<file path="config.mk">
export PLATFORM = sky130hd
export DESIGN_NAME = pfs_queue
export DESIGN_NICKNAME = d
export VERILOG_FILES = /design/src/rtl/pfs_pkg.sv /design/src/rtl/pfs_queue.sv
export SDC_FILE = /design/constraint.sdc
export NUM_CORES = 2
export LEC_CHECK = 0
export CAP_MARGIN = 15
export CORE_UTILIZATION = 57
export CTS_CLUSTER_DIAMETER = 40
export DETAILED_ROUTE_END_ITERATION = 16
export DONT_BUFFER_PORTS = 1
export PLACE_DENSITY = 0.76
export SYNTH_ARGS = -nofsm -noshare
export SYNTH_HDL_FRONTEND = slang
export SYNTH_SLANG_ARGS = --single-unit
</file>
<file path="constraint.sdc">
create_clock -name clk -period 8.5 [get_ports clk]
set_input_delay 0.85 -clock clk [delete_from_list [all_inputs] [get_ports clk]]
set_output_delay 0.85 -clock clk [all_outputs]
set_load 0.01 [all_outputs]
</file>
<file path="src/rtl/pfs_pkg.sv">
// Shared constants, codes and item types for the pixel foreground segmenter.
// Used by every module of the block; depends on nothing else.
package pfs_pkg;

    // Frame and ratio format.
    localparam int FRAME_PIXELS    = 262144;
    localparam int RATIO_FRAC_BITS = 8;
    localparam int RATIO_BITS      = 9 + RATIO_FRAC_BITS;
    localparam int BG_IDX_W        = (FRAME_PIXELS > 1) ? $clog2(FRAME_PIXELS) : 1;
    localparam int BG_W            = 2 * RATIO_BITS;
    localparam int PROD_W          = 2 * RATIO_BITS;
    localparam int LHS_W           = PROD_W + 7;
    localparam int CMP_W           = PROD_W + 8;
    localparam int DIV_STAGES      = RATIO_BITS;
    localparam int FRONT_CNT_W     = $clog2(DIV_STAGES + 1);

    // Field widths.
    localparam int ADDR_W     = 18;
    localparam int CFG_IDX_W  = 3;
    localparam int CFG_DATA_W = 24;

    // Queue between front and back, and the output buffer.
    localparam int QDEPTH   = 32;
    localparam int Q_PTR_W  = $clog2(QDEPTH);
    localparam int Q_CNT_W  = $clog2(QDEPTH + 1);
    localparam int ODEPTH   = 8;
    localparam int O_PTR_W  = $clog2(ODEPTH);
    localparam int O_CNT_W  = $clog2(ODEPTH + 1);

    // Luma weights in Q14 and the score gain.
    localparam int GRAY_R     = 4899;
    localparam int GRAY_G     = 9617;
    localparam int GRAY_B     = 1868;
    localparam int GRAY_ROUND = 8192;
    localparam int SCORE_GAIN = 50;
    localparam int ALPHA_ONE  = 256;

    // Register indexes of the configuration port.
    localparam logic [CFG_IDX_W-1:0] REG_SEG_MODE   = 3'd0;
    localparam logic [CFG_IDX_W-1:0] REG_THRESHOLD  = 3'd1;
    localparam logic [CFG_IDX_W-1:0] REG_ALPHA      = 3'd2;
    localparam logic [CFG_IDX_W-1:0] REG_KEY_COLOR  = 3'd3;
    localparam logic [CFG_IDX_W-1:0] REG_COLOR_FG   = 3'd4;
    localparam logic [CFG_IDX_W-1:0] REG_USE_RATIO  = 3'd5;
    localparam logic [CFG_IDX_W-1:0] REG_USE_MASK   = 3'd6;
    localparam logic [CFG_IDX_W-1:0] REG_GRAY_INPUT = 3'd7;

    typedef enum logic [1:0] {
        SEG_FIXED   = 2'd0,
        SEG_AVERAGE = 2'd1,
        SEG_RATIO   = 2'd2,
        SEG_KEY     = 2'd3
    } seg_mode_t;

    typedef struct packed {
        seg_mode_t   seg_mode;
        logic [7:0]  threshold;
        logic [8:0]  alpha;
        logic [23:0] key_color;
        logic        color_is_foreground;
        logic        use_ratio;
        logic        use_mask;
        logic        gray_input;
    } pfs_cfg_t;

    // Classification carried alongside the ratio dividers.
    typedef struct packed {
        logic              load;
        logic              in_frame;
        logic              err;
        logic              ch_near;
        logic [ADDR_W-1:0] addr;
        logic [7:0]        gray;
        logic [7:0]        mask;
    } pfs_tag_t;

    typedef struct packed {
        pfs_tag_t              tag;
        logic [RATIO_BITS-1:0] ra;
        logic [RATIO_BITS-1:0] rc;
        logic [RATIO_BITS-1:0] kg;
        logic [RATIO_BITS-1:0] kb;
    } pfs_item_t;

    typedef struct packed {
        logic [ADDR_W-1:0] addr;
        logic [7:0]        value;
        logic              err;
    } pfs_result_t;

endpackage

</file>
<file path="src/rtl/pfs_queue.sv">
// Item queue between the front and back parts of the segmenter.
// Depends on pfs_pkg; the front never pushes into a full queue thanks to credits.
module pfs_queue (
    input  logic                         clk,
    input  logic                         rst_n,
    input  logic                         push,
    input  pfs_pkg::pfs_item_t           push_item,
    input  logic                         pop,
    output pfs_pkg::pfs_item_t           head,
    output logic                         empty,
    output logic [pfs_pkg::Q_CNT_W-1:0]  count
);
    import pfs_pkg::*;

    pfs_item_t           slot_reg [QDEPTH];
    logic [Q_PTR_W-1:0]  wr_ptr_reg;
    logic [Q_PTR_W-1:0]  rd_ptr_reg;
    logic [Q_CNT_W-1:0]  count_reg;

    // Storage.
    always_ff @(posedge clk)
    begin
        if (push)
        begin
            slot_reg[wr_ptr_reg] <= push_item;
        end
    end

    // Pointers and fill level.
    always_ff @(posedge clk or negedge rst_n)
    begin
        if (!rst_n)
        begin
            wr_ptr_reg <= '0;
            rd_ptr_reg <= '0;
            count_reg  <= '0;
        end
        else
        begin
            if (push)
            begin
                wr_ptr_reg <= wr_ptr_reg + Q_PTR_W'(1);
            end
            if (pop)
            begin
                rd_ptr_reg <= rd_ptr_reg + Q_PTR_W'(1);
            end
            count_reg <= count_reg + Q_CNT_W'(push) - Q_CNT_W'(pop);
        end
    end

    assign head  = slot_reg[rd_ptr_reg];
    assign empty = (count_reg == '0);
    assign count = count_reg;

endmodule

</file>
# After elaboration in Yosys (flattened, before gate mapping)

Memories as Yosys holds them, arrays and structs flattened.
Index checks and enable logic that the tools add are counted.

Reduce and logical (&&, ||, !) cells: 1
Multiplexer cells: 2
Add/subtract/negate cells: 4

Operators by type and width:

| operator                                                      | number |
|---|---|
| 5-bit by 1-bit adder with 5-bit output, second input constant | 2 |
| 6-bit by 1-bit adder with 6-bit output                        | 1 |
| 6-bit logical NOT                                             | 1 |
| 6-bit by 1-bit subtractor with 6-bit output                   | 1 |
| 1-bit two-way mux                                             | 2 |

Memories kept: 1
Bits of input ports: 110
Word-level logic and storage cells: 11
Flip-flop bits (word level): 16
Memory bits (writable): 3,392

Memory list:

| name     | depth | bits a word | rd ports | clocked after Yosys merged registers in | wr ports | RTL line        | source |
|---|---|---|---|---|---|---|---|
| slot_reg | 32    | 106         | 1        | 0                                       | 1        | pfs_queue.sv:15 | `pfs_item_t slot_reg [QDEPTH];` |

# Longest topological paths before layout

Word-level depth: 2
Mapped depth: 10
Depth with buffers taken out: 10

# Worst setup path before layout

OpenSTA, ideal clock, no wires.

Path type: input to register
From: in push
To: mem slot_reg[3][0] (netlist bit), enable pin
Setup time: 0.701 ns
Required time: 7.799 ns
Slack: -0.879 ns
Arrival: 8.678 ns
Cell stages on the path: 4
Path through: clkbuf_1 > nand2_1 > or2_2 > nor3_1

Word-level cells in the longest chain between the ends: 2

RTL lines:

| element                                 | RTL line        | source |
|---|---|---|
| start, declared                         | pfs_queue.sv:6  | `input logic push,` |
| 1-bit two-way mux                       | pfs_queue.sv:23 | `if (push)` |
| 1-bit two-way mux (not written as such) | pfs_queue.sv:25 | `slot_reg[wr_ptr_reg] <= push_item;` |
| end, declared                           | pfs_queue.sv:15 |  |

Every way passes these cells.

==> reports/metrics.yaml <==
cells_and_area:
  drive_above_1_share: 0.245
  area_growth_pct: 14.5
  nets: 6229
  fillerInstances: 13600
  largest_reg_flops: 3392
  final_util: 0.659
grt:
  gr-usage-all-layers: 0.294
  grt_max_degree: 166
  antenna_found_initial: 30
  grt.overflow.total: 0
  grt_pass1_vias: 66800
  grt_pass1_wl_um: 477000
synth:
  ys_ff_latch: 3408
  ys_async_sr_fraction: 0.00469
  synth_warnings: 0
  muxShareOfSynthArea: 0.152
  yosys.area.top_type_share: 0.786
  synth_common_cells: "3392 x edfxtp_1, 698 x mux4_2, 376 x mux2i_1"
  synth_flop_cell: "edfxtp_1"
  synth.distinct_cells: 45
  syn-cell-area_mm2: 0.130
  synth_top_family_by_area: "multiplexers"
  synth_edf_count: 3392
  synthTopCellsByArea: "edfxtp_1 79%, mux4_2 12%, mux2i_1 2.9%"
  syn-num-nets: 5891
  synthSimpleGateAreaFrac: 0.00913
  yosys.area_share.xor_xnor: 0.000608
  synth_fa_ha_area_frac: 0.00141
  synth-compound-area-share: 0.0336
  synth_area_per_cell_um2: 22.5
  netlist_instances: 5767
  post-synth-top-count-cell: "edfxtp_1"
  ys_seq_area_frac: 0.789
  synth_top_area_cell: "edfxtp_1"
cts:
  cts_buffer_depth: 4
  clock-sinks: 3408
  cts.repair.resized: 0
  clkTransAtPathRegs_ps: 60
  clkLatencyLatePin_ps: 1020
  cts_tree: "yes"
  cts_buffers: 420
  cts.htree.levels: 5
  cts_root_buffer: "clkbuf_16"
pwr:
  p_leak_nw: 47.6
  ir_drop_v: 0.000293
  finalPower_mw: 51.3
  power_density_mw_per_mm2: 346
worst_setup_path:
  worst_r2r_endpoint: "rd_ptr_reg[3]$_DFFE_PN0P_"
  worst-endpoint-required_ps: 7650
  worstPathArrival_ps: 5440
  worstReg2RegStart: "rd_ptr_reg[1]$_DFFE_PN0P_"
  critical_path.startpoint: "rd_ptr_reg[1]$_DFFE_PN0P_"
  cp_max_fo: 150
  endpoint: "head[67]"
  worstRegToRegCells: 5
  endpoint_kind: "primary output"
  setup.worst_path.start_class: "flip-flop"
  reg2reg_slack_ps: 4580
  critical_path_class: "flip-flop to primary output"
sta:
  clock_skew_ps: 108
  setup-violations-final: 0
  slew_violations: 0
  min_period_over_period: 0.740
  rsz0062_at_grt: "no"
  final_hold_viol_count: 0
  tightest_slew_ps: 1270
  min_period_ps: 6290
  slew_headroom: 0.152
  max_clock_freq_ghz: 0.159
route:
  routed.top_layer: "met5"
  dr_wl_met3_um: 36800
  drt_wl_total_um: 338000
  wl_met2_um: 167000
  vias: 65400
  drt-met1-wl_um: 119000
  ant_nets: 0
  route.detailed.drc: 0
  wl_per_cell_um: 35.8
  drt_pass1_iterations: 7
  drt_iter0_drc: 9506
  viasPerCell: 6.93
status:
  status: "finished, final reports clean"
place:
  dp_hpwl_um: 156000
  port_buffers: 0
  gp_congestion: 0.764
die:
  core_area_mm2: 0.225
  initial_utilization: 0.575
  die-width_um: 479
  dieHeight_um: 479
  dieArea_mm2: 0.229
  ios: 223
  num_rows: 174
worst_hold_path:
  min_from: "push"
  hold_path.class: "input pin to flip-flop"
job:
  maxCapViolCount: 0
## stage by stage
stage	area, um^2	cells	hold WS, ps	setup slack (ps)	setup TNS, ps
3_3_place_gp	133000	8559	542	3390	0
6_report	148000	9437	78.9	2210	0
2_1_floorplan	130000	5767	511	-778	-700530
4_1_cts	148000	9425	23.6	2280	0
3_5_place_dp	133000	8559	555	3410	0
5_1_grt	148000	9431	49.3	2150	0
## placed cells by master (no fill, tap or decap), drive strengths merged, types with 2 or more instances in the layout
cell type,n
a211o,31
a21o,77
a21oi,125
a221oi,118
buf,139
bufinv,52
clkbuf,475
clkinv,136
clkinvlp,47
dfrtp,16
diode,9
dlygate4sd3,110
edfxtp,3392
ha,13
inv,63
mux2,16
mux2i,376
mux4,698
nand2,225
nand2b,3
nand3,7
nand3b,2
nand4,2
nor2,26
nor2b,5
nor3,11
o21ai,21
o221ai,90
o22a,29
o22ai,106
or2,2
or3,5
xnor2,5
xor2,4
## worst min path at each step
stage | endpoint | slack, ps | cells past startpoint
3_5_place_dp | count[0]$_DFF_PN0_ | 560 | 0
2_1_floorplan | wr_ptr_reg[0]$_DFFE_PN0P_ | 510 | 1
5_1_grt | count[0]$_DFF_PN0_ | 50 | 1
4_1_cts | count[0]$_DFF_PN0_ | 20 | 1
3_3_place_gp | wr_ptr_reg[0]$_DFFE_PN0P_ | 540 | 1
6_report | count[0]$_DFF_PN0_ | 80 | 1
## power by group
group          leakage (nW)  total, mW  internal [mW]  switching (mW)
sequential             30.7       20.0           19.6           0.498
clock                  6.74       17.9           10.8            7.07
combinational          10.1       13.4           5.19            8.21
total                  47.6       51.3           35.6            15.8
## layout make-up
class	instances	area [um^2]	share of cell area
Clock inverter	279	3160	0.0213
Tap cell	2992	3740	0.0252
Timing Repair Buffer	250	2490	0.0168
Multi-Input combinational cell	2006	25800	0.174
Sequential cell	3408	102000	0.689
Inverter	19	81.3	0.000548
Clock buffer	474	10900	0.0731
Antenna cell	9	22.5	0.000152
## kinds of logic (layout without fill, tap and decap cells)
family | Yosys count | after routing
buffers and inverters | 353 | 1022
muxes | 1090 | 1090
DFF | 3408 | 3408
xor gates and xnor gates | 9 | 9
and+or+nand+nor | 292 | 292
other | 0 | 9
adders and majority gates | 14 | 14
AOI/OAI and AO/OA | 601 | 601
## worst max-delay path, stage by stage (launching register included)
cell and delay [ps]:
dfrtp_4 830, buf_12 720, buf_4 980, mux4_2 390, nand2_1 70, a21o_1 240, a221oi_1 930
## timing repair
| action | 4_1_cts | 5_1_grt |
|---|---|---|
| hold buffers | 113 | 0 |
| buffers inserted | 0 | 0 |
| hold endpoints to repair | 3408 | 0 |
## per-layer routing
metal  up-vias  global-route usage
met5         -                   0
met1     34300               0.386
met3       907              0.0634
met4        20               0.126
li1      25300                   -
met2      4825               0.481
No activity file was read; power rests on OpenSTA's default activity.
