## src/rtl/pfs_pkg.sv

```systemverilog
// Shared constants, codes and item types for the pixel foreground segmenter.
// Used by every module of the block; depends on nothing else.
package pfs_pkg;

    // Frame and ratio format.
    localparam int FRAME_PIXELS    = 262144;
    localparam int RATIO_FRAC_BITS = 8;
    localparam int RATIO_BITS      = 9 + RATIO_FRAC_BITS;
    localparam int BG_IDX_W        = (FRAME_PIXELS > 1) ? $clog2(FRAME_PIXELS) : 1;
    localparam int BG_W            = 2 * RATIO_BITS;
    localparam int PROD_W          = 2 * RATIO_BITS;
    localparam int LHS_W           = PROD_W + 7;
    localparam int CMP_W           = PROD_W + 8;
    localparam int DIV_STAGES      = RATIO_BITS;
    localparam int FRONT_CNT_W     = $clog2(DIV_STAGES + 1);

    // Field widths.
    localparam int ADDR_W     = 18;
    localparam int CFG_IDX_W  = 3;
    localparam int CFG_DATA_W = 24;

    // Queue between front and back, and the output buffer.
    localparam int QDEPTH   = 32;
    localparam int Q_PTR_W  = $clog2(QDEPTH);
    localparam int Q_CNT_W  = $clog2(QDEPTH + 1);
    localparam int ODEPTH   = 8;
    localparam int O_PTR_W  = $clog2(ODEPTH);
    localparam int O_CNT_W  = $clog2(ODEPTH + 1);

    // Luma weights in Q14 and the score gain.
    localparam int GRAY_R     = 4899;
    localparam int GRAY_G     = 9617;
    localparam int GRAY_B     = 1868;
    localparam int GRAY_ROUND = 8192;
    localparam int SCORE_GAIN = 50;
    localparam int ALPHA_ONE  = 256;

    // Register indexes of the configuration port.
    localparam logic [CFG_IDX_W-1:0] REG_SEG_MODE   = 3'd0;
    localparam logic [CFG_IDX_W-1:0] REG_THRESHOLD  = 3'd1;
    localparam logic [CFG_IDX_W-1:0] REG_ALPHA      = 3'd2;
    localparam logic [CFG_IDX_W-1:0] REG_KEY_COLOR  = 3'd3;
    localparam logic [CFG_IDX_W-1:0] REG_COLOR_FG   = 3'd4;
    localparam logic [CFG_IDX_W-1:0] REG_USE_RATIO  = 3'd5;
    localparam logic [CFG_IDX_W-1:0] REG_USE_MASK   = 3'd6;
    localparam logic [CFG_IDX_W-1:0] REG_GRAY_INPUT = 3'd7;

    typedef enum logic [1:0] {
        SEG_FIXED   = 2'd0,
        SEG_AVERAGE = 2'd1,
        SEG_RATIO   = 2'd2,
        SEG_KEY     = 2'd3
    } seg_mode_t;

    typedef struct packed {
        seg_mode_t   seg_mode;
        logic [7:0]  threshold;
        logic [8:0]  alpha;
        logic [23:0] key_color;
        logic        color_is_foreground;
        logic        use_ratio;
        logic        use_mask;
        logic        gray_input;
    } pfs_cfg_t;

    // Classification carried alongside the ratio dividers.
    typedef struct packed {
        logic              load;
        logic              in_frame;
        logic              err;
        logic              ch_near;
        logic [ADDR_W-1:0] addr;
        logic [7:0]        gray;
        logic [7:0]        mask;
    } pfs_tag_t;

    typedef struct packed {
        pfs_tag_t              tag;
        logic [RATIO_BITS-1:0] ra;
        logic [RATIO_BITS-1:0] rc;
        logic [RATIO_BITS-1:0] kg;
        logic [RATIO_BITS-1:0] kb;
    } pfs_item_t;

    typedef struct packed {
        logic [ADDR_W-1:0] addr;
        logic [7:0]        value;
        logic              err;
    } pfs_result_t;

endpackage

```

## src/rtl/pfs_ratio_div.sv

```systemverilog
// Pipelined restoring divider giving the rounded ratio ((num+1)<<F)/(den+1).
// Depends on pfs_pkg; one quotient bit per stage, one new operand pair per cycle.
module pfs_ratio_div (
    input  logic                           clk,
    input  logic [7:0]                     num,
    input  logic [7:0]                     den,
    output logic [pfs_pkg::RATIO_BITS-1:0] ratio
);
    import pfs_pkg::*;

    logic [7:0]            rem_reg  [DIV_STAGES];
    logic [RATIO_BITS-1:0] work_reg [DIV_STAGES];
    logic [8:0]            dvs_reg  [DIV_STAGES];

    logic [8:0]            dvs_in;
    logic [RATIO_BITS-1:0] dividend;

    // Dividend carries the rounding term of half the divisor.
    assign dvs_in   = {1'b0, den} + 9'd1;
    assign dividend = (RATIO_BITS'({1'b0, num} + 9'd1) << RATIO_FRAC_BITS)
                      + RATIO_BITS'(dvs_in >> 1);

    for (genvar s = 0; s < DIV_STAGES; s++) begin : g_stage
        logic [7:0]            r_in;
        logic [RATIO_BITS-1:0] w_in;
        logic [8:0]            d_in;
        logic [8:0]            trial;
        logic                  take;
        logic [8:0]            diff;

        if (s == 0) begin : g_first
            assign r_in = 8'd0;
            assign w_in = dividend;
            assign d_in = dvs_in;
        end
        else begin : g_rest
            assign r_in = rem_reg[s-1];
            assign w_in = work_reg[s-1];
            assign d_in = dvs_reg[s-1];
        end

        // One restoring step: bring down a bit and subtract if it fits.
        assign trial = {r_in, w_in[RATIO_BITS-1]};
        assign take  = (trial >= d_in);
        assign diff  = trial - d_in;

        always_ff @(posedge clk)
        begin
            rem_reg[s]  <= take ? diff[7:0] : trial[7:0];
            work_reg[s] <= {w_in[RATIO_BITS-2:0], take};
            dvs_reg[s]  <= d_in;
        end
    end

    // A ratio never drops below one LSB.
    assign ratio = (work_reg[DIV_STAGES-1] == '0) ? RATIO_BITS'(1) : work_reg[DIV_STAGES-1];

endmodule

```

## src/rtl/pfs_front.sv

```systemverilog
// Front part: accepts pixels, converts to gray, classifies them and forms ratios.
// Depends on pfs_pkg and pfs_ratio_div; pushes finished items into the queue.
module pfs_front (
    input  logic                         clk,
    input  logic                         rst_n,
    input  pfs_pkg::pfs_cfg_t            cfg,
    input  logic                         in_valid,
    output logic                         in_stall,
    input  logic                         mode,
    input  logic [pfs_pkg::ADDR_W-1:0]   pixel_address,
    input  logic [7:0]                   blue,
    input  logic [7:0]                   green,
    input  logic [7:0]                   red,
    input  logic [7:0]                   mask_pixel,
    input  logic [pfs_pkg::Q_CNT_W-1:0]  q_count,
    output logic                         q_push,
    output pfs_pkg::pfs_item_t           q_item
);
    import pfs_pkg::*;

    function automatic logic [7:0] absd8(input logic [7:0] x, input logic [7:0] y);
        absd8 = (x > y) ? (x - y) : (y - x);
    endfunction

    logic                   valid_reg [DIV_STAGES];
    pfs_tag_t               tag_reg   [DIV_STAGES];
    logic [FRONT_CNT_W-1:0] inflight_reg;
    logic [FRONT_CNT_W-1:0] inflight_next;

    logic       accept;
    logic [21:0] gsum;
    pfs_tag_t   tag_in;
    logic [7:0] kr;
    logic [7:0] kgc;
    logic [7:0] kbc;
    logic [7:0] num_a;
    logic [7:0] den_a;
    logic [7:0] num_c;
    logic [7:0] den_c;
    logic [RATIO_BITS-1:0] ra;
    logic [RATIO_BITS-1:0] rc;
    logic [RATIO_BITS-1:0] kg;
    logic [RATIO_BITS-1:0] kb;

    // Credit check: items in the divider line plus the queue fill.
    assign in_stall = ((Q_CNT_W+1)'(q_count) + (Q_CNT_W+1)'(inflight_reg))
                      >= (Q_CNT_W+1)'(QDEPTH);
    assign accept   = in_valid && !in_stall;

    assign kr  = cfg.key_color[23:16];
    assign kgc = cfg.key_color[15:8];
    assign kbc = cfg.key_color[7:0];

    // Gray conversion and classification of the incoming pixel.
    assign gsum = 22'(red) * 22'(GRAY_R) + 22'(green) * 22'(GRAY_G)
                + 22'(blue) * 22'(GRAY_B) + 22'(GRAY_ROUND);

    always_comb
    begin
        tag_in.load     = mode;
        tag_in.in_frame = (23'(pixel_address) < 23'(FRAME_PIXELS));
        tag_in.err      = cfg.gray_input &&
                          (cfg.seg_mode == SEG_RATIO || cfg.seg_mode == SEG_KEY);
        tag_in.ch_near  = (absd8(red, kr) <= cfg.threshold) &&
                          (absd8(green, kgc) <= cfg.threshold) &&
                          (absd8(blue, kbc) <= cfg.threshold);
        tag_in.addr     = pixel_address;
        tag_in.gray     = cfg.gray_input ? blue : gsum[21:14];
        tag_in.mask     = mask_pixel;
    end

    // Gray input makes both pixel ratios unity.
    assign num_a = cfg.gray_input ? blue : red;
    assign den_a = cfg.gray_input ? blue : green;
    assign num_c = cfg.gray_input ? blue : red;
    assign den_c = blue;

    pfs_ratio_div u_div_a  (.clk(clk), .num(num_a), .den(den_a), .ratio(ra));
    pfs_ratio_div u_div_c  (.clk(clk), .num(num_c), .den(den_c), .ratio(rc));
    pfs_ratio_div u_div_kg (.clk(clk), .num(kr),    .den(kgc),   .ratio(kg));
    pfs_ratio_div u_div_kb (.clk(clk), .num(kr),    .den(kbc),   .ratio(kb));

    // Tag line running in step with the dividers.
    for (genvar s = 0; s < DIV_STAGES; s++) begin : g_line
        always_ff @(posedge clk or negedge rst_n)
        begin
            if (!rst_n)
            begin
                valid_reg[s] <= 1'b0;
            end
            else
            begin
                valid_reg[s] <= (s == 0) ? accept : valid_reg[(s == 0) ? 0 : s-1];
            end
        end

        always_ff @(posedge clk)
        begin
            tag_reg[s] <= (s == 0) ? tag_in : tag_reg[(s == 0) ? 0 : s-1];
        end
    end

    // Count of items inside the divider line.
    assign inflight_next = inflight_reg + FRONT_CNT_W'(accept)
                         - FRONT_CNT_W'(valid_reg[DIV_STAGES-1]);

    always_ff @(posedge clk or negedge rst_n)
    begin
        if (!rst_n)
        begin
            inflight_reg <= '0;
        end
        else
        begin
            inflight_reg <= inflight_next;
        end
    end

    assign q_push      = valid_reg[DIV_STAGES-1];
    assign q_item.tag  = tag_reg[DIV_STAGES-1];
    assign q_item.ra   = ra;
    assign q_item.rc   = rc;
    assign q_item.kg   = kg;
    assign q_item.kb   = kb;

endmodule

```

## config.mk

```make
export PLATFORM = sky130hd
export DESIGN_NAME = pfs_front
export DESIGN_NICKNAME = d
export VERILOG_FILES = /design/src/rtl/pfs_pkg.sv /design/src/rtl/pfs_ratio_div.sv /design/src/rtl/pfs_front.sv
export SDC_FILE = /design/constraint.sdc
export NUM_CORES = 2
export LEC_CHECK = 0
export ABC_AREA = 1
export ABC_CLOCK_PERIOD_IN_PS = 2850
export CAP_MARGIN = 20
export CELL_PAD_IN_SITES_DETAIL_PLACEMENT = 2
export CELL_PAD_IN_SITES_GLOBAL_PLACEMENT = 2
export CORE_ASPECT_RATIO = 1.5
export CORE_MARGIN = 1.5
export CORE_UTILIZATION = 41
export CTS_BUF_LIST = sky130_fd_sc_hd__clkbuf_16
export DETAILED_ROUTE_END_ITERATION = 16
export DONT_BUFFER_PORTS = 1
export PLACE_DENSITY_LB_ADDON = 0.1
export SLEW_MARGIN = 20
export SYNTH_ARGS = -nofsm -noshare
export SYNTH_HDL_FRONTEND = slang
export SYNTH_SLANG_ARGS = --single-unit
```

## constraint.sdc

```tcl
create_clock -name clk -period 2.85 [get_ports clk]
set_clock_uncertainty 0.05 [all_clocks]
set_input_delay 0.57 -clock clk [delete_from_list [all_inputs] [get_ports clk]]
set_output_delay 0.57 -clock clk [all_outputs]
set_load 0.1 [all_outputs]
```

Word-level counts from Yosys, hierarchy flattened

Memories as Yosys holds them, arrays and structs flattened.
Index checks and enable logic that the tools add are counted.
Widths: inputs -> output; s select.

$add $sub $neg: 90
$mul: 3
$lt $le $gt $ge: 75
Equality and inequality tests: 2
Multiplexer cells: 78
Reduce and logical (&&, ||, !) cells: 10

Operators by type and width:

| cell                   | number |
|---|---|
| $mux 8                 | 74 |
| $ge 9x9->1             | 64 |
| $sub 8x8->8            | 70 |
| $add 17x8->17          | 4 |
| $logic_not 17->1       | 4 |
| $mux 17                | 4 |
| $add 8x1->9 const B    | 6 |
| $ge 1x9->1             | 4 |
| $sub 1x8->8            | 4 |
| $gt 8x8->1             | 3 |
| $le 8x8->1             | 3 |
| $add 21x22->22         | 1 |
| $add 22x14->22 const B | 1 |
| $add 22x19->22         | 1 |
| $mul 8x14->22 const B  | 1 |
| $mul 8x13->21 const B  | 1 |
| $mul 8x9->17 const B   | 1 |
| $add 6x5->7            | 1 |
| $ge 7x6->1 const B     | 1 |
| $add 5x1->5            | 1 |
| $sub 5x1->5            | 1 |
| $eq 2x2->1 const B     | 2 |
| $logic_and 1x1->1      | 4 |
| $logic_not 1->1        | 1 |
| $logic_or 1x1->1       | 1 |

Bits in registers: 22
Memory bits (writable): 2,958
Bits of input ports: 107
Output and inout bits: 108
Memories kept: 13

Memory list:

| memory            | words | bits a word | rd ports | clocked after Yosys merged registers in | wr ports | RTL line            | text |
|---|---|---|---|---|---|---|---|
| tag_reg           | 17    | 38          | 17       | 0                                       | 17       | pfs_front.sv:26     | `pfs_tag_t tag_reg [DIV_STAGES];` |
| u_div_a.work_reg  | 17    | 17          | 17       | 0                                       | 17       | pfs_ratio_div.sv:12 | `logic [RATIO_BITS-1:0] work_reg [DIV_STAGES];` |
| u_div_c.work_reg  | 17    | 17          | 17       | 0                                       | 17       | pfs_ratio_div.sv:12 |  |
| u_div_kb.work_reg | 17    | 17          | 17       | 0                                       | 17       | pfs_ratio_div.sv:12 |  |
| u_div_kg.work_reg | 17    | 17          | 17       | 0                                       | 17       | pfs_ratio_div.sv:12 |  |
| u_div_a.dvs_reg   | 17    | 9           | 16       | 0                                       | 17       | pfs_ratio_div.sv:13 | `logic [8:0] dvs_reg [DIV_STAGES];` |
| +7 memories       | --    | --          | --       | --                                      | --       | --                  |  |

Longest topological paths before layout

Depth in word-level cells: 6
Depth in mapped cells: 33

Cells and area by module

From an unflattened synthesis, not the netlist that was laid out.

Cells, all modules: 9,973
Area total of the unflattened synthesis: 95,963.3 um2

Modules (own cells, without submodules):

| module                      | instances | cells each | area each (um2) | seq. area each (um2) |
|---|---|---|---|---|
| pfs_ratio_div (u_div_a ...) | 2         | 2,010      | 18,443.9        | 9,228.9 |
| pfs_front                   | 1         | 1,856      | 21,983.6        | 13,142.6 |
| pfs_ratio_div (u_div_c)     | 1         | 2,075      | 18,624.1        | 9,228.9 |
| pfs_ratio_div (u_div_kg)    | 1         | 2,022      | 18,467.7        | 9,228.9 |

Worst setup path after synthesis

No wires, ideal clock.

Kind: input port to flip-flop
From: input port blue[2]
To: memory tag_reg[0][9] (netlist name)
Setup time: 114 ps
Data arrival time: 6,493 ps
Required time: 2,686 ps
Path slack: -3,808 ps
Stages on the path: 27
Path through: inv_1 fa_1 inv_1 ha_1 fa_1 inv_1 fa_1 inv_1 ha_1 a21oi_1 nand2_1 xor2_1 ha_1 ha_1 fa_1 inv_1 fa_1 fa_1 inv_1 ha_1 a21oi_1 o21ai_0 nor2_1 nand2_1 or2_2 nand3_1 nand2_1

RTL lines:

| what               | RTL line        | text |
|---|---|---|
| start: declaration | pfs_front.sv:11 | `input logic [7:0] blue,` |
| end: declaration   | pfs_front.sv:26 |  |

==> metrics.md <==
| Metric | Value |
|---|---|
| Status | finished with violations |
| Violated checks | setup timing |
| Slew HR | 31.7% |
| Sequential fraction of the synthesis area | 56.1% |
| Area after DPL | 0.0926 mm^2 |
| Syn avg cell area | 10.1 um^2 |
| Kind of critical path | in -> reg |
| Fin. Hold Viols | 0 |
| Slowest cell on crit path | fa_1 |
| RePlAce Congestion | 0.860 |
| GRT busiest layer | met2 |
| Peak VDD IR | 3130 uV |
| Top Ports | 215 |
| Share of layout cells above drive strength 1 | 10.5% |
| Placed Cells | 11600 |
| Sw Ratio | 39.1% |
| R2r worst-path depth | 16 |
| RSZ-0062 raised after global routing | true |
| Routed via count | 58400 |
| Non-Filler Instances | 12100 |
| PortBufs | 0 |
| Met1 Track Usage GR | 18.8% |
| Total Die Area | 0.214 mm^2 |
| Number of remaining DRC errors | 0 |
| Root Driver | clkbuf_16 |
| CP Max Fanout | 5 |
| Power Density | 1330 mW/mm^2 |
| Main synth FF type | dfxtp_1 |
| R2R Path End | inflight_reg[4] |
| Final slew viol count | 0 |
| Final wirelength | 225000 um |
| Final period util | 201% |
| Row Count | 206 |
| Routed vias/inst | 4.82 |
| Fin Hold WS | 74.6 ps |
| Crit start category | primary input |
| Net Count, Synth | 9630 |
| CP Capture Type | flop |
| Die width | 378 um |
| Register-to-Register Setup Slack | -360 ps |
| Largest register FFs | 629 |
| P_sw | 52.8 mW |
| DR WL/cell | 18.6 um |
| FF+latch count, synth | 2423 |
| Most common cell after layout, fill and taps aside | dfxtp_1 |
| ANT nets after route | 0 |
| Initial antenna violation count | 10 |
| DRT iter0 DRCs | 1411 |
| Cell leakage power | 48.4 nW |
| Hold-critical path depth | 5 |
| Combinational group share of total power | 42.8% |
| Most frequent cells in the layout | 2396 x dfxtp_1, 1308 x inv_1, 1079 x nand2_1 |
| Post-route setup slack | -2890 ps |
| Hold_sp | cfg[0] |
| Most used cell along the critical path | fa_1 |
| Final instance area | 0.102 mm^2 |
| Instance count of the mapped netlist | 8557 |
| Period minus WS final | 5740 ps |
| Sink Count | 2423 |
| Remaining Overflow, GRT | 0 |
| Maxcap violations | 0 |
| Clock power frac | 22.5% |
| Cell area after synthesis | 0.0866 mm^2 |
| Layout Nets | 10200 |
| Vias in the first global route | 68200 |
| Area grow syn2layout | 17.5% |
| Total track usage | 21.0% |
| Worst Hold End | u_div_a.dvs_reg[0][3] |
| Clock-pin slew on the worst setup and hold paths | 70 ps |
| HPWL after DPL | 167000 um |
| First-pass GRT wire length | 358000 um |
| Count of final setup violators | 13 |
| CTS Buf Count | 227 |
| Met2 Usage GRT | 44.6% |
| Fmax | 0.174 GHz |
| EDFF count, synth | 0 |
| Initial Util | 41.2% |
| FFs w/ async S/R, synth | 0.908% |
| WP data required | 3520 ps |
| Crit path DAT | 6400 ps |
| First drt pass iteration count | 5 |
| Met3 usage | 3.00% |
| Worst min path class | in -> reg |
| CTS H-tree lvls | 4 |
| Core area | 0.210 mm^2 |
| CP peak stage delay | 570 ps |
| Die Ht | 566 um |
| CTS tree | yes |
| Maximum clock insertion buffer count | 4 |
| Internal power | 82.4 mW |
| Worst-Skew Late Latency | 890 ps |
| Sequential power share | 34.7% |
| Worst r2r src | inflight_reg[0] |
| Post-synth cell types | 53 |
| Syn. warnings | 0 |
| Pin count of the biggest net entering global routing | 23 |
| Worst slew pin tran | 1020 ps |
worst max path at each step:
stage          slack [ps]  startpoint  depth (start not counted)              to
4_1_cts             -2870     blue[3]                         29  tag_reg[0][13]
3_5_place_dp        -3970     blue[6]                         30  tag_reg[0][13]
3_3_place_gp        -3800     blue[2]                         27  tag_reg[0][15]
2_1_floorplan       -3370     blue[4]                         29  tag_reg[0][13]
5_1_grt             -3060     blue[3]                         29  tag_reg[0][13]
6_report            -2890     blue[3]                         29  tag_reg[0][13]
power by group through the flow:
stage	logic, mW	clock network (mW)	registers (mW)
final	57.9	30.4	46.9
after global routing	64.5	32.7	47.8
after global placement	50.8	0	46.9
after CTS	56.3	31.4	47.0
after detailed placement	53.3	0	47.5
after floorplan	38.0	0	45.8
synthesized netlist by cell type (7+ instances only):
| cell type | instances | area [um^2] |
|---|---|---|
| a21o_1 | 8 | 60.1 |
| inv_1 | 1309 | 4910 |
| dfxtp_1 | 2401 | 48100 |
| nand3b_1 | 28 | 210 |
| o221ai_1 | 10 | 87.6 |
| o211ai_1 | 47 | 353 |
| o21ai_2 | 27 | 236 |
| dfrtp_1 | 22 | 551 |
| o31ai_1 | 14 | 105 |
| o41ai_1 | 8 | 70.1 |
| buf_2 | 32 | 160 |
| nand3_1 | 282 | 1410 |
| buf_4 | 31 | 233 |
| xor2_1 | 268 | 2350 |
| o21ai_1 | 32 | 160 |
| a21oi_1 | 718 | 3590 |
| nor2_2 | 10 | 62.6 |
| nand4_1 | 123 | 769 |
| clkbuf_1 | 64 | 240 |
| o21bai_1 | 8 | 60.1 |
| nor2_1 | 486 | 1820 |
| a21oi_2 | 7 | 61.3 |
| ha_1 | 811 | 10100 |
| xnor2_1 | 147 | 1290 |
| nor4_1 | 40 | 250 |
| nand2_1 | 1097 | 4120 |
| o21a_1 | 19 | 143 |
| nor3_1 | 34 | 170 |
| nand2_2 | 9 | 56.3 |
| a211oi_1 | 19 | 143 |
| o21ai_0 | 244 | 1220 |
| fa_1 | 155 | 3100 |
worst max-delay path, delay by kind of cell:
family,cells,cell delay [ps]
adder cells (fa/ha/maj),11,4350
AND/OR/NAND/NOR,8,630
buffers and inverters,6,350
AO/OA/AOI/OAI,3,340
XOR/XNOR,1,150
metrics by stage:
| step | util (%) | power, mW | worst slack, ps | TNS (ps) |
|---|---|---|---|---|
| after floorplan | - | 83.8 | -3370 | -29210 |
| after global placement | 44.1 | 97.7 | -3800 | -39240 |
| after detailed placement | 44.1 | 101 | -3970 | -40540 |
| after CTS | 48.2 | 135 | -2870 | -30370 |
| after global routing | 48.4 | 145 | -3060 | -25980 |
| final | 48.4 | 135 | -2890 | -23870 |
cell type report:
type	instances	area, um^2
clock buffers	230	5760
well taps	2808	3510
diodes	6	15.0
multi-input cells	4690	33500
inverters	1313	4950
flip-flops and latches	2423	48600
repair buffers	453	3700
clock inverters	178	1720
fillers	21500	108000
cells by family (layout without fill, tap and decap cells):
group	count (synthesis)	after routing	share of synthesized area [%]
AO/OA/AOI/OAI	1179	1179	7.48
XOR/XNOR	415	415	4.20
adder cells (fa/ha/maj)	966	966	15.3
buffers and inverters	1444	2174	6.47
flip-flops	2423	2423	56.1
multiplexers	1	1	0.0130
other	1	7	0.00433
AND/OR/NAND/NOR	2128	2128	10.4
layer usage:
metal / share of wire, % / vias to the layer above
met5: 0.0058 / -
met4: 4.2 / 2
met3: 2.9 / 449
met2: 60 / 672
met1: 33 / 28700
li1: - / 28500
timing repair:
item	4_1_cts	5_1_grt
pin swaps	47	77
gates resized for setup	66	103
setup endpoints to repair	16	70
hold buffers	78	1
endpoints found under the hold margin	100	22
setup buffers	7	13
No activity file was read; power rests on OpenSTA's default activity.
